`config.mk`:
```
export PLATFORM = sky130hd
export DESIGN_NAME = temp_band_fan_level_qualifier_core
export DESIGN_NICKNAME = d
export VERILOG_FILES = /design/src/rtl/tbfl_pkg.sv /design/src/rtl/tbfl_conv.sv /design/src/rtl/tbfl_qual.sv /design/src/rtl/temp_band_fan_level_qualifier_core.sv
export VERILOG_INCLUDE_DIRS = /design/src /design/src/rtl
export SDC_FILE = /design/constraint.sdc
export NUM_CORES = 1
export LEC_CHECK = 0
export BUFFER_PORTS_ARGS = -buffer_cell sky130_fd_sc_hd__buf_2
export CAP_MARGIN = 20
export CELL_PAD_IN_SITES_DETAIL_PLACEMENT = 0
export CELL_PAD_IN_SITES_GLOBAL_PLACEMENT = 1
export CORE_MARGIN = 2
export CORE_UTILIZATION = 41
export CTS_CLUSTER_DIAMETER = 80
export CTS_CLUSTER_SIZE = 20
export DETAILED_ROUTE_END_ITERATION = 10
export PLACE_DENSITY = 0.8
export SLEW_MARGIN = 20
export SYNTH_ARGS = -nofsm -noshare
export SYNTH_HDL_FRONTEND = slang
export SYNTH_SLANG_ARGS = --single-unit
```
`constraint.sdc`:
```
create_clock -name clk -period 13.2 [get_ports clk]
set_input_delay 0 -clock clk [delete_from_list [all_inputs] [get_ports clk]]
set_output_delay 0 -clock clk [all_outputs]
set_load 0.05 [all_outputs]
```
`src/rtl/temp_band_fan_level_qualifier_core_macros.svh`:
```
// Assertion macros for the temp band fan level qualifier core.
// Included by the top level; needs nothing else.
`ifndef TEMP_BAND_FAN_LEVEL_QUALIFIER_CORE_MACROS_SVH
`define TEMP_BAND_FAN_LEVEL_QUALIFIER_CORE_MACROS_SVH

// same-cycle implication, checked outside reset
`define TBFL_ASSERT_NOW(label, clk, rst_n, ante, cons, msg) \
  label: assert property (@(posedge clk) disable iff (!rst_n) (ante) |-> (cons)) \
    else $error(msg);

// next-cycle implication, checked outside reset
`define TBFL_ASSERT_NEXT(label, clk, rst_n, ante, cons, msg) \
  label: assert property (@(posedge clk) disable iff (!rst_n) (ante) |=> (cons)) \
    else $error(msg);

`endif

```
`src/rtl/tbfl_pkg.sv`:
```
// Shared types and constants for the temp band fan level qualifier core.
// No dependencies.
package tbfl_pkg;

  localparam int TEMP_MUL    = 731;
  localparam int MUL_BITS    = 10;
  localparam int TEMP_SHIFT  = 14;
  localparam int TEMP_OFFSET = 273;
  localparam int NUM_LIMITS  = 5;
  localparam int BAND_W      = 3;
  localparam int CFG_IDX_W   = 3;

  // register indexes
  localparam logic [CFG_IDX_W-1:0] REG_BAND0_LIMIT   = 3'd0;
  localparam logic [CFG_IDX_W-1:0] REG_BAND1_LIMIT   = 3'd1;
  localparam logic [CFG_IDX_W-1:0] REG_BAND2_LIMIT   = 3'd2;
  localparam logic [CFG_IDX_W-1:0] REG_BAND3_LIMIT   = 3'd3;
  localparam logic [CFG_IDX_W-1:0] REG_BAND4_LIMIT   = 3'd4;
  localparam logic [CFG_IDX_W-1:0] REG_QUALIFY_COUNT = 3'd5;

  // reset values
  localparam logic [7:0] BAND0_LIMIT_RST   = 8'd38;
  localparam logic [7:0] BAND1_LIMIT_RST   = 8'd45;
  localparam logic [7:0] BAND2_LIMIT_RST   = 8'd46;
  localparam logic [7:0] BAND3_LIMIT_RST   = 8'd47;
  localparam logic [7:0] BAND4_LIMIT_RST   = 8'd48;
  localparam logic [7:0] QUALIFY_COUNT_RST = 8'd3;

  localparam logic [BAND_W-1:0] BAND_TOP = 3'd5;

  typedef struct packed {
    logic [NUM_LIMITS-1:0][7:0] limit;
    logic [7:0]                 qual_cnt;
  } cfg_t;

  typedef struct packed {
    logic [BAND_W-1:0] fan_level;
    logic signed [7:0] avg_temp;
    logic [BAND_W-1:0] sample_band;
  } res_t;

endpackage

```
`src/rtl/tbfl_conv.sv`:
```
// Raw sensor code to saturated signed degrees: floor(code*731/2^14) - 273.
// Uses tbfl_pkg constants.
module tbfl_conv #(
  parameter int SENSOR_BITS = 16
) (
  input  logic [15:0]       raw,
  output logic signed [7:0] deg
);

  localparam int PROD_W = SENSOR_BITS + tbfl_pkg::MUL_BITS;
  localparam int SCL_W  = PROD_W - tbfl_pkg::TEMP_SHIFT;
  localparam int DEG_W  = (SCL_W + 1 > 10) ? SCL_W + 1 : 10;
  localparam logic signed [DEG_W-1:0] SAT_HI = DEG_W'(127);
  localparam logic signed [DEG_W-1:0] SAT_LO = DEG_W'(-128);
  localparam logic signed [DEG_W-1:0] OFFSET = DEG_W'(tbfl_pkg::TEMP_OFFSET);

  logic [SENSOR_BITS-1:0]   code;
  logic [PROD_W-1:0]        prod;
  logic [SCL_W-1:0]         scaled;
  logic signed [DEG_W-1:0]  deg_full;

  assign code     = raw[SENSOR_BITS-1:0];
  assign prod     = PROD_W'(code) * PROD_W'(tbfl_pkg::TEMP_MUL);
  assign scaled   = prod[PROD_W-1:tbfl_pkg::TEMP_SHIFT];
  assign deg_full = $signed(DEG_W'(scaled)) - OFFSET;

  always_comb begin
    if (deg_full > SAT_HI) begin
      deg = 8'sd127;
    end else if (deg_full < SAT_LO) begin
      deg = -8'sd128;
    end else begin
      deg = deg_full[7:0];
    end
  end

endmodule

```
`src/rtl/tbfl_qual.sv`:
```
// Averaging, band lookup and run-length qualification of the fan level.
// Holds last band, run count and level; uses tbfl_pkg.
module tbfl_qual (
  input  logic                            clk,
  input  logic                            rst_n,
  input  logic                            advance,
  input  logic signed [7:0]               temp_a,
  input  logic signed [7:0]               temp_b,
  input  tbfl_pkg::cfg_t                  cfg,
  output tbfl_pkg::res_t                  res,
  output logic [tbfl_pkg::BAND_W-1:0]     cur_level
);

  logic signed [8:0]               sum;
  logic signed [8:0]               sum_adj;
  logic signed [7:0]               avg;
  logic [tbfl_pkg::BAND_W-1:0]     band;
  logic [7:0]                      need;
  logic [7:0]                      run_inc;
  logic                            hit;

  logic [tbfl_pkg::BAND_W-1:0]     last_band_r, last_band_nxt;
  logic [7:0]                      run_count_r, run_count_nxt;
  logic [tbfl_pkg::BAND_W-1:0]     level_r, level_nxt;

  // halve rounding toward zero: bias negatives by one before the shift
  assign sum     = 9'(temp_a) + 9'(temp_b);
  assign sum_adj = sum + (sum[8] ? 9'sd1 : 9'sd0);
  assign avg     = 8'(sum_adj >>> 1);

  always_comb begin
    band = tbfl_pkg::BAND_TOP;
    for (int k = tbfl_pkg::NUM_LIMITS - 1; k >= 0; k--) begin
      if (avg <= $signed(cfg.limit[k])) begin
        band = tbfl_pkg::BAND_W'(k);
      end
    end
  end

  assign need    = (cfg.qual_cnt == 8'd0) ? 8'd1 : cfg.qual_cnt;
  assign run_inc = (band == last_band_r) ? run_count_r + 8'd1 : 8'd1;
  assign hit     = (run_inc == need);

  always_comb begin
    last_band_nxt = last_band_r;
    run_count_nxt = run_count_r;
    level_nxt     = level_r;
    if (advance) begin
      last_band_nxt = band;
      run_count_nxt = hit ? 8'd0 : run_inc;
      level_nxt     = hit ? band : level_r;
    end
  end

  always_ff @(posedge clk) begin
    if (!rst_n) begin
      last_band_r <= '0;
      run_count_r <= '0;
      level_r     <= '0;
    end else begin
      last_band_r <= last_band_nxt;
      run_count_r <= run_count_nxt;
      level_r     <= level_nxt;
    end
  end

  assign res.fan_level   = hit ? band : level_r;
  assign res.avg_temp    = avg;
  assign res.sample_band = band;
  assign cur_level       = level_r;

endmodule

```
`src/rtl/temp_band_fan_level_qualifier_core.sv`:
```
// Top level of the temp band fan level qualifier core.
// Depends on tbfl_pkg, tbfl_conv, tbfl_qual and the macros header.
//
// Usage:
//   in_*  : stream of sensor words, two raw 16-bit codes per word.
//   out_* : one result word per input word, in order.
//   cfg_* : write port for the five band limits and the qualify count;
//           write only while the block is idle.
// Timing:
//   A word is captured in the input register when accepted and moves to
//   the result register once that register is empty or drained, which
//   raises out_tvalid. One word per cycle is sustained while out_tready
//   is high; conversion, averaging, band compare and qualifier update sit
//   in the single combinational stage between the two registers.
// Reset (rst_n low, synchronous): both stages empty, limits and qualify
//   count back to defaults, run count, last band and fan level zero.
// Stall: while out_tready is low the result holds; the input register
//   still takes one more word, then in_tready drops until the result
//   register drains.
`include "temp_band_fan_level_qualifier_core_macros.svh"

module temp_band_fan_level_qualifier_core #(
  parameter int SENSOR_BITS = 16
) (
  input  logic                             clk,
  input  logic                             rst_n,
  input  logic                             in_tvalid,
  output logic                             in_tready,
  // [15:0] raw_sensor_a, [31:16] raw_sensor_b
  input  logic [31:0]                      in_tdata,
  output logic                             out_tvalid,
  input  logic                             out_tready,
  // [2:0] fan_level, [10:3] avg_temp, [13:11] sample_band, [15:14] zero
  output logic [15:0]                      out_tdata,
  input  logic                             cfg_wr_en,
  input  logic [tbfl_pkg::CFG_IDX_W-1:0]   cfg_index,
  input  logic [7:0]                       cfg_wdata
);

  logic                          s1_valid_r, s1_valid_nxt;
  logic [15:0]                   s1_a_r, s1_b_r;
  logic                          out_valid_r, out_valid_nxt;
  tbfl_pkg::res_t                out_res_r;
  logic                          s2_load;
  logic                          in_acc;
  logic signed [7:0]             temp_a, temp_b;
  tbfl_pkg::res_t                res;
  tbfl_pkg::cfg_t                cfg_r, cfg_nxt;
  logic [tbfl_pkg::BAND_W-1:0]   cur_level;

  assign s2_load   = s1_valid_r && (!out_valid_r || out_tready);
  assign in_tready = !s1_valid_r || s2_load;
  assign in_acc    = in_tvalid && in_tready;

  assign s1_valid_nxt  = in_acc || (s1_valid_r && !s2_load);
  assign out_valid_nxt = s2_load || (out_valid_r && !out_tready);

  always_ff @(posedge clk) begin
    if (!rst_n) begin
      s1_valid_r  <= 1'b0;
      out_valid_r <= 1'b0;
    end else begin
      s1_valid_r  <= s1_valid_nxt;
      out_valid_r <= out_valid_nxt;
    end
  end

  always_ff @(posedge clk) begin
    if (in_acc) begin
      s1_a_r <= in_tdata[15:0];
      s1_b_r <= in_tdata[31:16];
    end
    if (s2_load) begin
      out_res_r <= res;
    end
  end

  tbfl_conv #(.SENSOR_BITS(SENSOR_BITS)) u_conv_a (.raw(s1_a_r), .deg(temp_a));
  tbfl_conv #(.SENSOR_BITS(SENSOR_BITS)) u_conv_b (.raw(s1_b_r), .deg(temp_b));

  tbfl_qual u_qual (
    .clk       (clk),
    .rst_n     (rst_n),
    .advance   (s2_load),
    .temp_a    (temp_a),
    .temp_b    (temp_b),
    .cfg       (cfg_r),
    .res       (res),
    .cur_level (cur_level)
  );

  // config registers; unknown indexes are dropped
  always_comb begin
    cfg_nxt = cfg_r;
    if (cfg_wr_en) begin
      unique case (cfg_index)
        tbfl_pkg::REG_BAND0_LIMIT:   cfg_nxt.limit[0] = cfg_wdata;
        tbfl_pkg::REG_BAND1_LIMIT:   cfg_nxt.limit[1] = cfg_wdata;
        tbfl_pkg::REG_BAND2_LIMIT:   cfg_nxt.limit[2] = cfg_wdata;
        tbfl_pkg::REG_BAND3_LIMIT:   cfg_nxt.limit[3] = cfg_wdata;
        tbfl_pkg::REG_BAND4_LIMIT:   cfg_nxt.limit[4] = cfg_wdata;
        tbfl_pkg::REG_QUALIFY_COUNT: cfg_nxt.qual_cnt = cfg_wdata;
        default:                     cfg_nxt = cfg_r;
      endcase
    end
  end

  always_ff @(posedge clk) begin
    if (!rst_n) begin
      cfg_r.limit[0] <= tbfl_pkg::BAND0_LIMIT_RST;
      cfg_r.limit[1] <= tbfl_pkg::BAND1_LIMIT_RST;
      cfg_r.limit[2] <= tbfl_pkg::BAND2_LIMIT_RST;
      cfg_r.limit[3] <= tbfl_pkg::BAND3_LIMIT_RST;
      cfg_r.limit[4] <= tbfl_pkg::BAND4_LIMIT_RST;
      cfg_r.qual_cnt <= tbfl_pkg::QUALIFY_COUNT_RST;
    end else begin
      cfg_r <= cfg_nxt;
    end
  end

  assign out_tvalid = out_valid_r;
  assign out_tdata  = {2'b00, out_res_r.sample_band, out_res_r.avg_temp,
                       out_res_r.fan_level};

  // a held input word must not be dropped while the result side is stalled
  `TBFL_ASSERT_NEXT(a_s1_hold, clk, rst_n, s1_valid_r && !s2_load, s1_valid_r,
    "input word lost while stalled")
  // qualified level moves only when a word passes to the result register
  `TBFL_ASSERT_NEXT(a_level_stable, clk, rst_n, !s2_load, $stable(cur_level),
    "fan level changed without a word")
  // the shown fan level is the one the qualifier now holds
  `TBFL_ASSERT_NEXT(a_level_match, clk, rst_n, s2_load,
    out_res_r.fan_level == cur_level, "result level differs from held level")
  `TBFL_ASSERT_NOW(a_band_range, clk, rst_n, out_valid_r,
    out_res_r.sample_band <= tbfl_pkg::BAND_TOP &&
    out_res_r.fan_level <= tbfl_pkg::BAND_TOP, "band out of range")

endmodule

```
# == Word-level counts from Yosys, hierarchy flattened ==
# Index checks and enable logic that the tools add are counted.
# totals
register_bits,110
latch_bits,0
ram_bits,0
rom_bits,0
out_inout_bits,18
word_cells,73
mem_count,0
# op_classes
n_addsub,5
mul,2
div,0
n_lt_le_gt_ge,9
n_eq_ne,7
shifts,0
mux,14
bitwise_logic,0
reduce_logical,20
# op_table
cell,count
8-bit two-way mux,7
"16-bit by 10-bit multiplier with 26-bit output, second input constant",2
8-bit less-or-equal comparator,5
"13-bit by 8-bit greater-than comparator with 1-bit output, second input constant",2
"13-bit by 8-bit less-than comparator with 1-bit output, second input constant",2
"12-bit by 9-bit subtractor with 13-bit output, second input constant",2
3-bit two-way mux,5
2-bit AND reduction,6
8-bit by 8-bit adder with 9-bit output,1
9-bit adder,1
"8-bit by 1-bit adder with 8-bit output, second input constant",1
8-bit == test,1
8-bit zero test,1
"3-bit by 2-bit == test with 1-bit output, second input constant",2
"3-bit == test, second input constant",2
1-bit logical AND,4
1-bit zero test,4
1-bit logical OR,4
"3-bit by 1-bit == test with 1-bit output, second input constant",1
3-bit == test,1
3-bit zero test,1
1-bit two-way mux,2

# == Depth between registers and ports, before layout ==
# depth
word_depth,18
ltp_mapped,52
depth_no_buf,50

# == By module ==
# A second synthesis with hierarchy kept.
# hier_totals
cells_unflattened,1436
area_unflattened_um2,13506.7
# modules_own_cells
mod,n_inst,cells_each,area_per_inst_um2,seq_area_each_um2
tbfl_conv (u_conv_b),1,437,3743.6,0.0
tbfl_conv (u_conv_a),1,422,3714.8,0.0
temp_band_fan_level_qualifier_core,1,237,3408.3,2382.3
tbfl_qual,1,340,2640.0,280.3

# == Worst setup path after synthesis ==
# Ideal clock, no wire load.
# synth_timing
path_type,register to register
start,register s1_a_r[7]
end,"register out_res_r (netlist bit out_tdata[0]), data pin"
setup_ns,0.260
arrival_ns,11.169
required_time_ns,12.940
path_slack_ns,1.770
stages_incl_launch_ff,49
n_path_buf,1
cell_sequence,edfxtp_1 -> ha_1 -> inv_1 -> fa_1 -> inv_1 -> fa_1 -> fa_1 -> inv_1 -> fa_1 -> inv_1 -> ha_1 -> a211oi_1 -> nand3_1 -> a211oi_1 -> o21ai_0 -> xnor2_1 -> ha_1 -> nand3_1 -> (+13 left out) -> and2_1 -> ha_1 -> nand2_1 -> nor3_1 -> nand2_1 -> xnor2_1 -> ha_1 -> inv_1 -> a2111oi_1 -> a221o_1 -> a31oi_1 -> and2_4 -> mux2_4 -> nor3_4 -> a22oi_1 -> or4_4 -> buf_6 -> mux2_4
# synth_rtl
item,line,rtl
start: declaration,temp_band_fan_level_qualifier_core.sv:41,"logic [15:0] s1_a_r, s1_b_r;"
start signal: assignment,temp_band_fan_level_qualifier_core.sv:70,s1_a_r <= in_tdata[15:0];
end signal: assignment,temp_band_fan_level_qualifier_core.sv:74,out_res_r <= res;
end: declaration,temp_band_fan_level_qualifier_core.sv:43,tbfl_pkg::res_t out_res_r;

==> metrics.txt <==
Synth Area in Compound Gates 0.147; worst hold path type in -> reg; DR WL/cell 15.5 um; Layout Nets 1860; total number of vias 9873; Final Hold Viols 0; final number of setup-violating endpoints 0; multiplexer share of the synthesized area 0.0103; netlist area before placement 12800 um2; Die ar. 32600 um2; register area share after synthesis 0.208; CP max-delay cell or4_4; Iter 0 DRT Violations 475; CTS tree built; HP Start cfg_index[0]; Yosys reg bits 110; cts bufs inserted 9; Setup crit end kind flip-flop; drt first pass iters 5; row cnt 64; status complete, no violations; Top Ports 66; CP Class reg -> reg; number of synthesized flops with an enable pin 46; R2R setup slack 0.87 ns; worst r2r dst out_tdata[1]$_DFFE_PP_; worst hold path depth 4; crit-path max FO 12; core area 30700 um2; DP Worst Slack 0.194 ns; FF-to-FF Start s1_b_r[9]$_DFFE_PP_; IO buf count 63; Final GP Congestion 0.874; ratio of cells with drive above 1 in the final layout 0.0797; Layout Cells excl Fill 1902; Post-DRT Antenna Nets 0; hold path endpoint cfg_r[32]$_SDFFE_PN1P_; synth warn 0; synthesized area per cell 9.12 um2; Mapped Cells 1403; simple-gate share of the synthesized area 0.138; Clk pin slew, worst setup/hold paths 0.08 ns; Max Freq 0.0811 GHz; CP required 13.32 ns; global route total overflow 0; Die X-Extent 181 um; first-pass GRT wire length 50000 um; DPL Wire Length 23400 um; Max clock buf depth 2; gr usage total 0.187; Synth cell types 78; drt total wl 29500 um; max-cap violations 0; number of global-route vias before repair 10100; FFs w/ async S/R, synth 0; P&R area growth vs syn 12.8%; initial antenna violation count 0; largest family of logic cells by synthesized area adder cells; Antenna Cells 0; crit path DAT 12.45 ns; Slew Limit Fails 0; slew margin rel. 0.361; Final Skew 0.00887 ns; RSZ-0062 raised after global routing false; clk_lat worst skew 0.37 ns; CTS Sinks 110; Root Buffer clkbuf_16; Tmin final 12.33 ns; setup TNS 0 ns; die height 181 um; worst-case reg-to-reg path depth 46; Initial Util 0.417; Synth Area in Adders 0.366; maximum number of pins on one net before global-route repair 44; Cells after DPL 1840; fillcell total 2908; # H-tree levels 3; Via density 5.19; xor and xnor area share after synthesis 0.0513; Tcrit/Tclk final 0.934; Worst Setup Slack, final 0.872 ns; startpoint types flip-flop; Worst Tran Pin Value 0.951 ns; Synth Flop Type dfxtp_1; CP peak stage delay 0.61 ns; drt drc 0
state kept, by name, summed over array words and instances (netlist names):
| signal | cells |
|---|---|
| s1_b_r | 16 |
| s1_valid_r | 1 |
| u_qual.run_count_r | 8 |
| u_qual.last_band_r | 3 |
| out_tvalid | 1 |
| u_qual.cur_level | 3 |
| out_tdata | 14 |
| cfg_r | 48 |
| s1_a_r | 16 |
synth_stat cells, drive strengths merged (31+ instances only):
cell,n,area [um2]
edfxtp,46,1380
nand3,39,195
o211ai,31,233
o21ai,31,155
nor2,49,191
dfxtp,64,1280
a21oi,47,235
ha,205,2560
a21boi,34,255
inv,239,897
nand2,157,589
xnor2,32,280
xor2,43,377
fa,106,2120
worst max path at each step:
stage | start | to | slack, ns | depth (start not counted)
finish | s1_b_r[9]$_DFFE_PP_ | out_tdata[1]$_DFFE_PP_ | 0.87 | 46
global route | s1_a_r[2]$_DFFE_PP_ | out_tdata[0]$_DFFE_PP_ | 0.04 | 46
CTS | s1_a_r[11]$_DFFE_PP_ | out_tdata[1]$_DFFE_PP_ | 0.12 | 46
detailed placement | s1_a_r[11]$_DFFE_PP_ | out_tdata[1]$_DFFE_PP_ | 0.19 | 46
global placement | s1_a_r[11]$_DFFE_PP_ | out_tdata[1]$_DFFE_PP_ | 0.64 | 47
floorplan | s1_a_r[7]$_DFFE_PP_ | out_tdata[0]$_DFFE_PP_ | 1.77 | 48
cell usage in the layout (no fill, tap or decap), types with 17 or more instances in the layout:
cell and n:
a21boi_0 33, inv_1 239, a21oi_1 44, nor2b_1 20
o21ai_0 30, nor2_1 48, a21o_1 28, xnor2_1 27
xor2_1 41, dfxtp_1 64, dlygate4sd3_1 43, o211ai_1 31
fa_1 106, nand2_1 157, buf_2 63, ha_1 205
edfxtp_1 46, nand4_1 19, nand3_1 39, nor3_1 17
routing by layer:
metal  track usage  wire (um)
met5             0          0
met2         0.323      14300
met3        0.0275        789
met4        0.0371        403
met1         0.250      14000
logic make-up after synthesis:
logic type,after synthesis
buffers and inverters,266
DFF,110
adders and majority gates,311
other,1
muxes,11
and+or+nand+nor,364
xor gates and xnor gates,75
AOI/OAI and AO/OA,265
timing repair:
item	in CTS	in global routing
setup endpoints to repair	0	14
hold buffers	43	0
buffers inserted	0	3
hold endpoints to repair	73	0
resized for setup	0	16
final cells by class:
cell class	instances	area [um2]	share of cell area
multi-input cells	1028	9220	0.639
flip-flops and latches	110	2660	0.185
inverters	239	897	0.0622
repair buffers	113	811	0.0562
well taps	396	495	0.0343
clock buffers	10	239	0.0166
clock inverters	6	103	0.00711
per-stage QoR:
step           utilization  hold slack [ns]  instance area [um2]
2_1_floorplan            -           0.0989                12800
3_3_place_gp         0.441            0.177                13500
3_5_place_dp         0.441            0.178                13500
4_1_cts              0.467           0.0898                14300
5_1_grt              0.470            0.135                14400
6_report             0.470            0.111                14400
critical path: cells and delay by family (launching register included):
family          cells  cell delay, ns
compound gates     17            3.37
buf+inv             5            0.32
xor+xnor            1            0.37
flops               1            0.51
simple gates       11            2.90
fa+ha+maj          10            3.90
mux                 2            0.67
Power is left out: the tool's default activity adds up to more than one toggle a clock period on the data nets, which glitch-free logic cannot reach.
